<file path="config.mk">
export PLATFORM = sky130hd
export DESIGN_NAME = ghull_xprod
export DESIGN_NICKNAME = d
export VERILOG_FILES = /design/src/design/ghull_pkg.sv /design/src/design/ghull_xprod.sv
export SDC_FILE = /design/constraint.sdc
export NUM_CORES = 2
export LEC_CHECK = 0
export BUFFER_PORTS_ARGS = -buffer_cell sky130_fd_sc_hd__buf_2
export CAP_MARGIN = 20
export CORE_UTILIZATION = 60
export CTS_BUF_LIST = sky130_fd_sc_hd__clkbuf_4 sky130_fd_sc_hd__clkbuf_8 sky130_fd_sc_hd__clkbuf_16
export CTS_CLUSTER_DIAMETER = 60
export DETAILED_ROUTE_END_ITERATION = 12
export MAX_ROUTING_LAYER = met4
export PLACE_DENSITY = 0.85
export SLEW_MARGIN = 15
export SYNTH_ARGS = -nofsm -noshare
export SYNTH_HDL_FRONTEND = slang
export SYNTH_SLANG_ARGS = --single-unit
</file>
<file path="constraint.sdc">
create_clock -name i_clk -period 22.4 [get_ports i_clk]
set_input_delay 4.48 -clock i_clk [delete_from_list [all_inputs] [get_ports i_clk]]
set_output_delay 4.48 -clock i_clk [all_outputs]
set_load 0.02 [all_outputs]
</file>
<file path="src/design/ghull_pkg.sv">
// Shared types and constants for the Graham scan convex hull block.
// No dependencies; imported by the top level, the product unit and the checker.
package ghull_pkg;

    localparam int IDX_W          = 6;
    localparam int CNT_W          = 7;
    localparam int MAX_POINTS_DEF = 64;
    localparam int COORD_W_DEF    = 24;

    typedef enum logic [1:0] {
        CLS_ZERO = 2'd0,
        CLS_OPEN = 2'd1,
        CLS_PI   = 2'd2
    } t_cls;

    typedef struct packed {
        logic pos;
        logic neg;
    } t_xsign;

    function automatic t_cls f_class(input logic zero_z, input logic neg_r);
        t_cls c;
        if (!zero_z) c = CLS_OPEN;
        else if (neg_r) c = CLS_PI;
        else c = CLS_ZERO;
        return c;
    endfunction

endpackage

</file>
<file path="src/design/ghull_xprod.sv">
// Registered cross-product unit: sign of a*b - c*d.
// Depends on ghull_pkg for the result struct.
module ghull_xprod #(
    parameter int DW = 25
) (
    input  logic                 i_clk,
    input  logic signed [DW-1:0] i_a,
    input  logic signed [DW-1:0] i_b,
    input  logic signed [DW-1:0] i_c,
    input  logic signed [DW-1:0] i_d,
    output ghull_pkg::t_xsign    o_sign
);
    import ghull_pkg::*;

    logic signed [2*DW-1:0] r_p;
    logic signed [2*DW-1:0] r_q;
    logic signed [2*DW:0]   diff;

    always_ff @(posedge i_clk) begin
        r_p <= i_a * i_b;
        r_q <= i_c * i_d;
    end

    assign diff       = (2*DW+1)'(r_p) - (2*DW+1)'(r_q);
    assign o_sign.neg = diff[2*DW];
    assign o_sign.pos = !diff[2*DW] && (diff != '0);
endmodule

</file>
* After elaboration in Yosys (flattened, before gate mapping)
Cells that the tools add are included.
Word-level totals: input bits 101, output and inout bits 2, bits in registers 100, word-level logic and storage cells 8
Operators by class: add/subtract/negate cells 1, $mul 2, reductions and logical operators 3
Operators by type and width (number):
- $mul A25 B25 Y50 | 2
- $reduce_bool A51 Y1 | 1
- $sub A50 B50 Y51 | 1
- $logic_and A1 B1 Y1 | 1
- $logic_not A1 Y1 | 1

* Longest topological paths before layout
word-level depth 3, mapped depth 31, depth with buffers taken out 29

* Worst setup path after synthesis
No wires, ideal clock.
path type in2reg, from input port i_b[4], to register r_p[45], buffers on the path 2, library setup time 0.123 ns, setup slack 10.905 ns, data arrival time 11.372 ns, stages 30, data required time 22.277 ns, cells stage by stage clkbuf_1 -> clkbuf_1 -> nand2_1 -> fa_1 -> inv_1 -> fa_1 -> inv_1 -> fa_1 -> inv_1 -> fa_1 -> inv_1 -> fa_1 -> inv_1 -> fa_1 -> inv_1 -> fa_1 -> inv_1 -> ha_1 -> a21o_1 -> a21o_1 -> a21o_1 -> a211o_1 -> a21oi_1 -> a21oi_1 -> o2111ai_1 -> nand2_1 -> a221o_1 -> a21oi_1 -> o21ai_1 -> xor2_1
On the way: word-level cells in the longest chain between the ends 1
Ends and longest elaborated chain:
- from (decl) | RTL line ghull_xprod.sv:8 | input logic signed [DW-1:0] i_b,
- $mul A25 B25 Y50 | RTL line ghull_xprod.sv:20 | r_p <= i_a * i_b;
- to (signal assigned) | RTL line ghull_xprod.sv:20
- to (decl) | RTL line ghull_xprod.sv:15 | logic signed [2*DW-1:0] r_p;
Every way passes these cells.

* Worst setup path after layout
from input port i_c[17], to register r_q[48]
On the way: word-level cells in the longest chain between the ends 1
Ends and longest elaborated chain:
- from (decl) | RTL line ghull_xprod.sv:9 | input logic signed [DW-1:0] i_c,
- $mul A25 B25 Y50 | RTL line ghull_xprod.sv:21 | r_q <= i_c * i_d;
- to (signal assigned) | RTL line ghull_xprod.sv:21
- to (decl) | RTL line ghull_xprod.sv:16 | logic signed [2*DW-1:0] r_q;
Every way passes these cells.

==> reports/metrics.yaml <==
status: "finished clean"
tightest_slew_ns: 0.988
critPathKind: "in -> reg"
synthArstFlopShare: 0
ff_latch_area_um2: 2000
synth-edff-count: 0
h-tree-depth: 3
viasPerCell: 5.68
post_cts_resized: 0
worstPathArrival_ns: 12.26
setup-tns-final_ns: 0
finalCritPeriodShare: 0.536
syn_area_um2: 50500
crit_fanout: 25
wl_per_cell_um: 18.8
cts.sinks: 100
ys_ff_latch: 100
clock_tree.buffer_depth: 2
synth_nets: 7244
numCtsBuffers: 9
synthCells: 5494
synthDistinctLibCells: 77
avgSynthCellArea_um2: 9.20
cts_tree: "done"
setup_violations: 0
dp_hpwl_mm: 99.5
io_pins: 103
drc: 0
fillerInstances: 6721
first_global_vias: 40600
required_ns: 22.65
final_cell_mix: "1352 x inv_1, 1317 x fa_1, 678 x nand2_1"
grt_pass1_wl_mm: 203
maxSlewHeadroom: 0.340
grt_usage: 0.311
grt_max_degree: 27
syn_to_final_growth_pct: 2.50
antenna_found_initial: 1
place.gp.congestion: 0.942
hold_depth: 2
period_needed_ns: 12.00
die_w_um: 292
die-height_um: 292
vias: 36700
layout_commonest_cell: "inv_1"
drive_gt1_frac: 0.0256
final_max_slew_viol_count: 0
crit_path_start_kind: "input port"
endpoint_kind: "flip-flop"
detailedRoute.firstIterationViolations: 2716
clk_pin_slew_ns: 0.07
first_pass_iters: 6
io_buffers: 102
rsz0062_at_grt: "no"
synth_top_area_cell: "fa_1"
post-cts-setup-buffers: 0
ys.flop_type: "dfxtp_1"
multi_input_area_um2: 42500
grt_overflow: 0
coreArea_um2: 83600
wirelength_mm: 121
yosys-top-cells-area: "fa_1 52%, inv_1 10%, ha_1 8.2%"
cts_root_buf: "clkbuf_16"
final_net_count: 7127
ant_nets: 0
max_freq_mhz: 83.3
die-area_um2: 85400
ys_warn_count: 0
ys_seq_area_frac: 0.0396
hold_viol: 0
synth_top_area_frac: 0.522
start_util: 0.605
floorplan.rows: 106
worstHoldPathType: "in -> reg"
drv_cap: 0
cts_hold_buf: 0
[state kept, by name (all words and copies together) (netlist names)]
signal,flops
r_p,50
r_q,50
[cells by family (layout without fill, tap and decap cells)]
logic type	count (synthesis)	count (layout)	synth area share
flops	100	100	0.0396
mux	1	1	0.000223
xor+xnor	137	137	0.0237
fa+ha+maj	1649	1649	0.604
buf+inv	1584	1472	0.119
other cells	0	1	0
simple gates	1594	1594	0.159
compound gates	429	429	0.0550
[area by class of cell]
class	count	area share
clock buffer	11	0.00488
timing repair buffer	103	0.0100
antenna	1	0.0000483
tap	1080	0.0261
multi-input combinational	3810	0.821
clock inverter	5	0.00111
inverter	1353	0.0981
sequential	100	0.0387
[cells in the mapped netlist (3+ instances only)]
cell type and instances:
and2_1 613, a21boi_0 7, o31a_1 8, fa_1 1317, o21bai_1 12, nor3_1 20, and4_1 5, nand3_1 22
buf_4 3, a311oi_1 3, dfxtp_1 100, nor2b_1 39, a41oi_1 3, nand2_1 678, nor3b_1 7, a211o_1 4
and3_1 15, o41ai_1 3, a31oi_1 14, a211oi_1 12, o22ai_1 6, nand3b_1 3, xnor2_1 101, a21oi_1 134
or4_1 3, o21ai_0 57, clkbuf_1 222, or2_2 4, o31ai_1 7, o21a_1 27, a2111oi_0 5, inv_1 1352
xor2_1 36, nand2b_1 30, a21o_1 70, o211ai_1 11, o2111ai_1 5, ha_1 332, nor4_1 7, nand4_1 27
nor2_1 105, or3_1 4, o21ai_1 18
[per-layer routing]
metal / share of wire / up-vias / track usage
met2: 0.51 / 1706 / 0.521
met1: 0.36 / 18700 / 0.367
met5: 0 / - / -
met3: 0.072 / 536 / 0.0377
li1: - / 15800 / -
met4: 0.063 / 0 / 0.169
[critical path, cell delays in order]
cell	delay, ns
buf_2	0.47
nand2_1	0.17
fa_1	0.56
inv_1	0.05
fa_1	0.48
inv_1	0.06
fa_1	0.51
fa_1	0.52
inv_1	0.06
fa_1	0.48
fa_1	0.49
inv_1	0.05
fa_1	0.49
inv_1	0.05
ha_1	0.34
a21o_1	0.20
a21o_1	0.16
a21o_1	0.17
a21oi_1	0.14
nor2b_1	0.07
a2111oi_2	0.74
o211ai_1	0.26
a31oi_1	0.27
o31ai_1	0.13
a211oi_1	0.40
o31a_1	0.22
o21ai_1	0.08
xor2_1	0.15
[final timing paths]
| kind | end | slack [ns] | startpoint |
|---|---|---|---|
| worst min-delay path | r_p[0] | 4.64 | i_b[0] |
| worst max-delay path | r_q[48] | 10.40 | i_c[17] |
[stage by stage]
stage          hold slack (ns)  cell area, um^2  setup WS, ns  utilization  std cells
4_1_cts                   4.62            51800         10.47        0.620       6462
6_report                  4.64            51800         10.40        0.620       6463
2_1_floorplan             4.60            50500         10.90            -       5494
3_3_place_gp              5.00            51500         10.18        0.616       6446
5_1_grt                   4.63            51800          9.98        0.620       6463
3_5_place_dp              5.00            51500         10.11        0.616       6446
Power is left out: the tool's default activity adds up to more than one toggle a clock period on the data nets, which glitch-free logic cannot reach.
