## config.mk

```make
export PLATFORM = sky130hd
export DESIGN_NAME = ghull_ram
export DESIGN_NICKNAME = d
export VERILOG_FILES = /design/src/design/ghull_ram.sv
export SDC_FILE = /design/constraint.sdc
export NUM_CORES = 1
export LEC_CHECK = 0
export BUFFER_PORTS_ARGS = -buffer_cell sky130_fd_sc_hd__buf_4
export CAP_MARGIN = 10
export CORE_MARGIN = 2
export CORE_UTILIZATION = 60
export DETAILED_ROUTE_END_ITERATION = 7
export GPL_TIMING_DRIVEN = 1
export PLACE_DENSITY_LB_ADDON = 0.25
export SLEW_MARGIN = 10
export SYNTH_ARGS = -nofsm -noshare
export SYNTH_HDL_FRONTEND = slang
export SYNTH_SLANG_ARGS = --single-unit
```

## constraint.sdc

```tcl
create_clock -name i_clk -period 4.5 [get_ports i_clk]
set_input_delay 0 -clock i_clk [delete_from_list [all_inputs] [get_ports i_clk]]
set_output_delay 0 -clock i_clk [all_outputs]
set_load 0.05 [all_outputs]
```

## src/design/ghull_ram.sv

```systemverilog
// Generic single-write, single-read synchronous RAM with registered read.
// No dependencies.
module ghull_ram #(
    parameter int W     = 8,
    parameter int DEPTH = 64
) (
    input  logic                     i_clk,
    input  logic                     i_we,
    input  logic [$clog2(DEPTH)-1:0] i_waddr,
    input  logic [W-1:0]             i_wdata,
    input  logic [$clog2(DEPTH)-1:0] i_raddr,
    output logic [W-1:0]             o_rdata
);
    logic [W-1:0] r_mem [DEPTH];

    always_ff @(posedge i_clk) begin
        if (i_we) begin
            r_mem[i_waddr] <= i_wdata;
        end
        o_rdata <= r_mem[i_raddr];
    end
endmodule

```

# Word level (Yosys, flattened, before mapping)
# Memory sizes are Yosys's and may differ from the RTL's. A register that Yosys moved wholly into a read port is not among the register bits.
# Cells that the tools add are included.
[word_totals]
out_inout_bits = 8
ram_bits = 512
input_bits = 22
memories = 1
wordCells = 3
regBits = 0
[op_classes]
n_mux = 2
[mem_list]
columns = ["name", "depth", "width", "read_ports", "rd_ports_with_merged_regs", "wr", "line_no", "text"]
rows = [
  ["r_mem", 64, 8, 1, 1, 1, "14", "logic [W-1:0] r_mem [DEPTH];"],
]
[op_table]
columns = ["cell", "count"]
rows = [
  ["1-bit two-way mux", 2],
]

# Depth between registers and ports, before layout
# Gate-level depths: netlist of run 1.
[logic_depth]
word_depth = 2
depth_mapped = 9
ltp_nobuf = 5

# Least setup slack after synthesis of run 1
# OpenSTA, ideal clock, no wires.
[synth_path]
path_type = "register to register"
startpoint = "mem r_mem[29][4]"
endpoint = "reg o_rdata[4] (read register of r_mem)"
setup_time_ps = 132
slack_ps = 2808
path_stages_with_launch = 6
path_buffers = 0
t_arrival_ps = 1560
synth_period_minus_slack_ps = 1692
required_ps = 4368
cell_sequence = "edfxtp_1 -> mux4_2 -> mux2_2 -> o221a_2 -> nor3_1 -> o32ai_1"
[synth_lines]
columns = ["item", "line_no", "text"]
rows = [
  ["start: declaration", "14", ""],
  ["end: declaration", "12", "output logic [W-1:0] o_rdata"],
]

==> results.md, run 1 <==
* **run status** finished, final reports clean
* **cell family with most CP delay** multiplexers
* **leading area contributor after synthesis** edfxtp_1
* **#FFs+latches synth** 520
* **Critical Path Max Stage Delay** 0.58 ns
* **utilization after layout** 0.673
* **area fraction in compound gates after synthesis** 0.0207
* **Setup Viol. Count Final** 0
* **fin nets** 1012
* **htree depth** 2
* **Seq. cell area** 0.0155 sq mm
* **Iter 0 DRT Violations** 1212
* **Post-Syn Nets** 962
* **Buf/Inv on CP** 0
* **share of cell area taken by muxes after synthesis** 0.159
* **number of buffers inserted during clock tree synthesis** 49
* **xor and xnor fraction of the mapped netlist area** 0
* **effective utilization at floorplan** 0.606
* **Clock Sinks** 520
* **drt drc** 0
* **clock tree from TritonCTS** built
* **maximum number of pins on one net before global-route repair** 65
* **cell count of the worst hold path** 1
* **Critical Path AT** 2.75 ns
* **TritonRoute pass-1 iters** 5
* **Clock Skews** 0.0189 ns
* **area added between synthesis and finish** 11.1%
* **Period Utilization, post-route** 0.517
* **yosys warns** 0
* **overall fraction of global-route tracks in use** 0.248
* **number of pins with negative max-slew slack in the final report** 0
* **distinct cell type count after synthesis** 40
* **Hold EP** r_mem[48][3]
* **Final HPWL DP** 24800 um
* **area of the die** 0.0351 sq mm
* **Tightest Pin Transition** 1.03 ns
* **number of global-route vias before repair** 9788
* **path type of the worst min-delay path** in2reg
* **Die Y-Extent** 187 um
* **clock latency reported for the late side of the worst-skew pair** 0.57 ns
* **worst setup path category** reg2reg
* **detailed-route vias per instance** 6.52
* **final hold slack** 0.00357 ns
* **Post-Syn Area** 0.0202 sq mm
* **start point of the worst hold path** i_wdata[3]
* **cells after synthesis** 940
* **Multi-input gate area** 0.00432 sq mm
* **worst r2r dst** o_rdata[6]
* **DRT antenna net count** 0
* **final global-route overflow total** 0
* **first-pass GRT wire length** 62800 um
* **initial antenna violation count** 0
* **post-route total power** 0.00995 W
* **post-CTS repair timing setup buffer count** 0
* **power per unit of standard cell area** 444 mW/mm^2
* **data required time of the worst path** 4.93 ns
* **R2R setup slack** 2.17 ns
* **dominant register cell in the synthesized netlist** edfxtp_1
* **total negative setup slack** 0 ns
* **CTS clock-pin slew for the worst setup and hold paths** 0.07 ns
* **# fillers** 2119
* **upper clock frequency limit** 430 MHz
* **RR Startpoint** r_mem[21][6]
* **master of the slowest instance on the critical path** nor3_1
* **number of enable flip-flop cells after synthesis** 512
* **Crit Path Max Fanout** 1
* **number of maximum-capacitance violations** 0
* **wirelength, routed** 42500 um
* **post-synthesis async set-or-reset flop share** 0
* **Worst slew margin** 0.308
* **shortest clock period the worst path allows after layout** 2.33 ns
* **buffer type at the clock tree root** clkbuf_16
* **Static Leakage** 6.96 nW
* **ratio of cells with drive above 1 in the final layout** 0.246
* **vias after detailed routing** 9629
* **Simple-Gate Fraction of Synth Area** 0.0339
* **Inst Count DP** 1378
* **clock buffer depth** 3
* **worst path cell trace** mux4_2 > mux2_2 > o221a_2 > nor3_1 > o32ai_1
* **register area share after synthesis** 0.770
* **area share of the largest cell type after synthesis** 0.762
* **IO Port Bufs** 29
* **Setup crit end kind** flip-flop
* **core box area** 0.0333 sq mm
* **Die X** 187 um
* **startpoint kind of the worst setup timing path** flip-flop
* **post-route insts no fill** 1476
* **Final Hold Viols** 0
* **RSZ-0062 raised after global routing** false
* **final weighted congestion in routability-driven placement** 0.821
* **adder-cell area share of the yosys netlist** 0
* **number of cell instances on the worst register-to-register path** 5
* **Synth area leaders** edfxtp_1 (76%), mux4_2 (14%), nor2_1 (1.5%), mux2i_1 (1.1%), dfxtp_1 (0.79%)
* **Post-Synthesis Mean Instance Area** 21.5 sq um
* **Worst IR Drop VDD** 0.313 mV
* **Antenna Cells** 0
* **dominant combinational cell family by area after synthesis** multiplexers
* **I/O pins** 30
* **average wire length per cell after detail routing** 28.8 um
* **number of rows in the core area** 67
-- Yosys cell counts (3+ instances only) --
master,n
nand2b_1,7
o221ai_1,8
a22oi_1,3
o2bb2ai_1,3
buf_6,4
edfxtp_1,512
mux4_2,126
buf_1,4
nor2_1,83
mux2_2,13
a21oi_1,3
buf_2,11
o2111ai_1,3
buf_4,13
a211oi_1,4
nand3b_1,3
nand3_1,13
mux2i_1,23
o22ai_1,8
nand2_1,19
dfxtp_1,8
nor3_1,7
clkbuf_1,17
nor2b_1,14
a221oi_1,6
-- worst max path at each step --
stage | from | to | cells after the start
2_1_floorplan | r_mem[29][4] | o_rdata[4] | 5
3_3_place_gp | i_raddr[1] | o_rdata[4] | 7
3_5_place_dp | i_raddr[1] | o_rdata[4] | 7
4_1_cts | r_mem[20][4] | o_rdata[4] | 5
5_1_grt | r_mem[16][4] | o_rdata[4] | 5
6_report | r_mem[21][6] | o_rdata[6] | 5
-- kinds of logic after synthesis --
kind of cell,after synthesis
flip-flops,520
buffers and inverters,51
AO/OA/AOI/OAI,54
AND/OR/NAND/NOR,153
multiplexers,162
-- per-layer routing --
metal	track usage	wire length [um]	vias to the layer above
li1	-	-	4018
met3	0.0435	3340	93
met1	0.363	17400	5063
met4	0.0842	1350	0
met2	0.388	20400	455
met5	0	0	-
-- metrics by stage --
step | instance area (sq um) | setup WS, ns
global route | 22400 | 2.21
floorplan | 20200 | 2.81
CTS | 22400 | 2.23
finish | 22400 | 2.17
global placement | 20700 | 1.81
detailed placement | 20700 | 1.86
-- area by class of cell --
class | count | area share
clock buffer | 56 | 0.0578
tap | 448 | 0.0250
multi-input combinational | 369 | 0.193
timing repair buffer | 50 | 0.0186
sequential | 520 | 0.694
clock inverter | 33 | 0.0124
-- layout by cell type, fill, tap and decap left out, types with 7 or more instances in the layout --
cell / instances
nand2_1: 19
nor2_1: 83
mux2_2: 13
mux4_2: 126
nand3_1: 13
clkinv_2: 8
dlygate4sd3_1: 9
o221ai_1: 8
dfxtp_1: 8
edfxtp_1: 512
nor3_1: 7
o22ai_1: 8
clkinv_1: 13
mux2i_1: 23
nand2b_1: 7
clkbuf_16: 51
buf_4: 39
nor2b_1: 14
-- timing repair --
action,CTS,global route
hold buffers,9,0
gates resized for setup,0,0
endpoints found under the hold margin,122,0
-- power breakdown --
group | switching, W | internal (W) | total (W)
combinational | 0.000324 | 0.000192 | 0.000515
clock | 0.00176 | 0.00230 | 0.00406
sequential | 0.0000162 | 0.00536 | 0.00538
total | 0.00210 | 0.00785 | 0.00995
-- sequential cells by signal, indices dropped and copies added, names as in the netlist --
name     flops
r_mem      512
o_rdata      8
Power figures use the tool's default switching activity.
==> run 2: changes to the inputs <==
==> constraint.sdc (replaced) <==
create_clock -name i_clk -period 2.26 [get_ports i_clk]
set_input_delay 0 -clock i_clk [delete_from_list [all_inputs] [get_ports i_clk]]
set_output_delay 0 -clock i_clk [all_outputs]
set_load 0.05 [all_outputs]
==> results.md, run 2 (synthesis gave the netlist of run 1 again) <==
* **wirelength, routed** 44900 um
* **Sw Ratio** 0.203
* **IO Port Bufs** 29
* **core box area** 0.0333 sq mm
* **area added between synthesis and finish** 15.3%
* **vias after detailed routing** 10100
* **data required time of the worst path** 2.69 ns
* **final hold slack** -0.0207 ns
* **number of maximum-capacitance violations** 0
* **startpoint kind of the worst setup timing path** flip-flop
* **post-route total power** 0.0205 W
* **htree depth** 2
* **area of the die** 0.0351 sq mm
* **Clock Sinks** 520
* **RSZ-0062 raised after global routing** false
* **path type of the worst min-delay path** in2reg
* **commonest non-fill, non-tap cell in the layout** edfxtp_1
* **Critical Path AT** 2.62 ns
* **Worst slew margin** 0.441
* **flip-flop count of the largest register after layout** 512
* **overall fraction of global-route tracks in use** 0.262
* **Clock Skews** 0.0214 ns
* **Final Cell Area** 0.0233 sq mm
* **Worst IR Drop VDD** 0.695 mV
* **sequential power share** 0.522
* **ratio of cells with drive above 1 in the final layout** 0.307
* **number of cell instances on the worst register-to-register path** 5
* **CTS clock-pin slew for the worst setup and hold paths** 0.06 ns
* **post-CTS repair timing setup buffer count** 0
* **master of the slowest instance on the critical path** a221oi_1
* **worst path cell trace** mux4_2 > mux2_2 > a221oi_1 > buf_4 > o2bb2ai_1
* **Iter 0 DRT Violations** 1204
* **detailed-route vias per instance** 6.47
* **final global-route overflow total** 0
* **Static Leakage** 7.51 nW
* **upper clock frequency limit** 458 MHz
* **worst r2r dst** o_rdata[1]
* **shortest clock period the worst path allows after layout** 2.18 ns
* **buffer type at the clock tree root** clkbuf_16
* **RR Startpoint** r_mem[47][1]
* **Die Y-Extent** 187 um
* **Final Hold Viols** 15
* **cell count of the worst hold path** 1
* **number of rows in the core area** 67
* **average wire length per cell after detail routing** 28.8 um
* **effective utilization at floorplan** 0.606
* **power per unit of standard cell area** 883 mW/mm^2
* **fraction of power consumed by the clock network** 0.425
* **most used cells in the layout excluding fill and tap cells** edfxtp_1 (512), mux4_2 (126), buf_4 (116)
* **Largest Register** r_mem
* **logic gate share of total power** 0.054
* **clock latency reported for the late side of the worst-skew pair** 0.57 ns
* **R2R setup slack** 0.08 ns
* **maximum number of pins on one net before global-route repair** 65
* **cell family with most CP delay** multiplexers
* **clock buffer depth** 3
* **first-pass GRT wire length** 66600 um
* **run status** complete, but fails checks
* **Tightest Pin Transition** 0.835 ns
* **TritonRoute pass-1 iters** 7
* **violated checks** hold timing
* **drt drc** 0
* **worst setup path category** reg2reg
* **Critical Path Max Stage Delay** 0.61 ns
* **Top Registers** r_mem x512, o_rdata x8
* **I/O pins** 30
* **Period Utilization, post-route** 0.966
* **Setup crit end kind** flip-flop
* **number of gates given a new drive strength after cts** 0
* **DRT antenna net count** 0
* **number of buffers inserted during clock tree synthesis** 50
* **Antenna Cells** 0
* **start point of the worst hold path** i_wdata[2]
* **fin nets** 1094
* **Hold EP** r_mem[18][2]
* **initial antenna violation count** 0
* **Setup Viol. Count Final** 0
* **number of pins with negative max-slew slack in the final report** 0
* **Final HPWL DP** 26600 um
* **Psw** 0.00416 W
* **clock tree from TritonCTS** built
* **Die X** 187 um
* **final weighted congestion in routability-driven placement** 0.799
* **internal power contribution** 0.0164 W
* **number of global-route vias before repair** 10400
* **launching instance or port of the critical path** r_mem[47][1]
* **Buf/Inv on CP** 1
* **post-route insts no fill** 1561
* **placed inst area** 0.0215 sq mm
* **Crit Path Max Fanout** 1
* **Inst Count DP** 1462
* **# fillers** 1993
[run 2: cell count changes in the layout (fill, tap and decap cells not counted)]
cell           previous run  this run
bufinv_16                 4         9
clkinvlp_4                3         2
clkinv_1                 13        12
buf_12                    1         8
clkinv_4                  1         0
buf_4                    39       116
inv_8                     1         0
inv_6                     3         0
clkinv_2                  8        12
clkbuf_16                51        53
dlygate4sd3_1             9         6
[run 2: per-stage QoR]
stage	TNS [ns]	utilization	worst slack (ns)	hold slack, ns
after global routing	0	0.699	0.0772	0.00220
after CTS	0	0.699	0.0907	0.000863
after floorplan	0	-	0.568	0.0989
after global placement	-0.0111	0.645	-0.0111	0.368
final	0	0.699	0.0763	-0.0207
after detailed placement	-0.118	0.645	-0.0463	0.375
[run 2: worst max-delay path by stage]
stage / cells past startpoint / end / slack, ns
after floorplan: 5 / o_rdata[4] / 0.57
after global placement: 6 / o_rdata[3] / -0.01
after detailed placement: 9 / o_rdata[1] / -0.05
after CTS: 5 / o_rdata[1] / 0.09
after global routing: 5 / o_rdata[2] / 0.08
final: 5 / o_rdata[1] / 0.08
[run 2: what timing repair did]
item,in CTS,in global routing
hold endpoints to repair,36,0
setup endpoints to repair,0,0
hold buffers,6,0
[run 2: cell type report]
class                      count  area [sq um]  share of cell area
timing repair buffer         131          1100              0.0475
multi-input combinational    369          4320               0.186
tap                          448           561              0.0241
sequential                   520         15500               0.668
clock buffer                  58          1350              0.0578
clock inverter                35           390              0.0168
[run 2: power groups by stage]
stage	sequential, W	combinational, W	clock [W]
finish	0.0107	0.00111	0.00872
global route	0.0107	0.00117	0.00917
CTS	0.0107	0.00111	0.00881
detailed placement	0.0109	0.00109	0
global placement	0.0109	0.00108	0
floorplan	0.0110	0.000569	0
[run 2: layer usage]
| metal | global-route usage | vias to the layer above | wire length [um] |
|---|---|---|---|
| met5 | 0 | - | 0 |
| met4 | 0.0858 | 0 | 1320 |
| met3 | 0.0529 | 86 | 3890 |
| met2 | 0.418 | 490 | 21900 |
| met1 | 0.371 | 5337 | 17800 |
| li1 | - | 4180 | - |
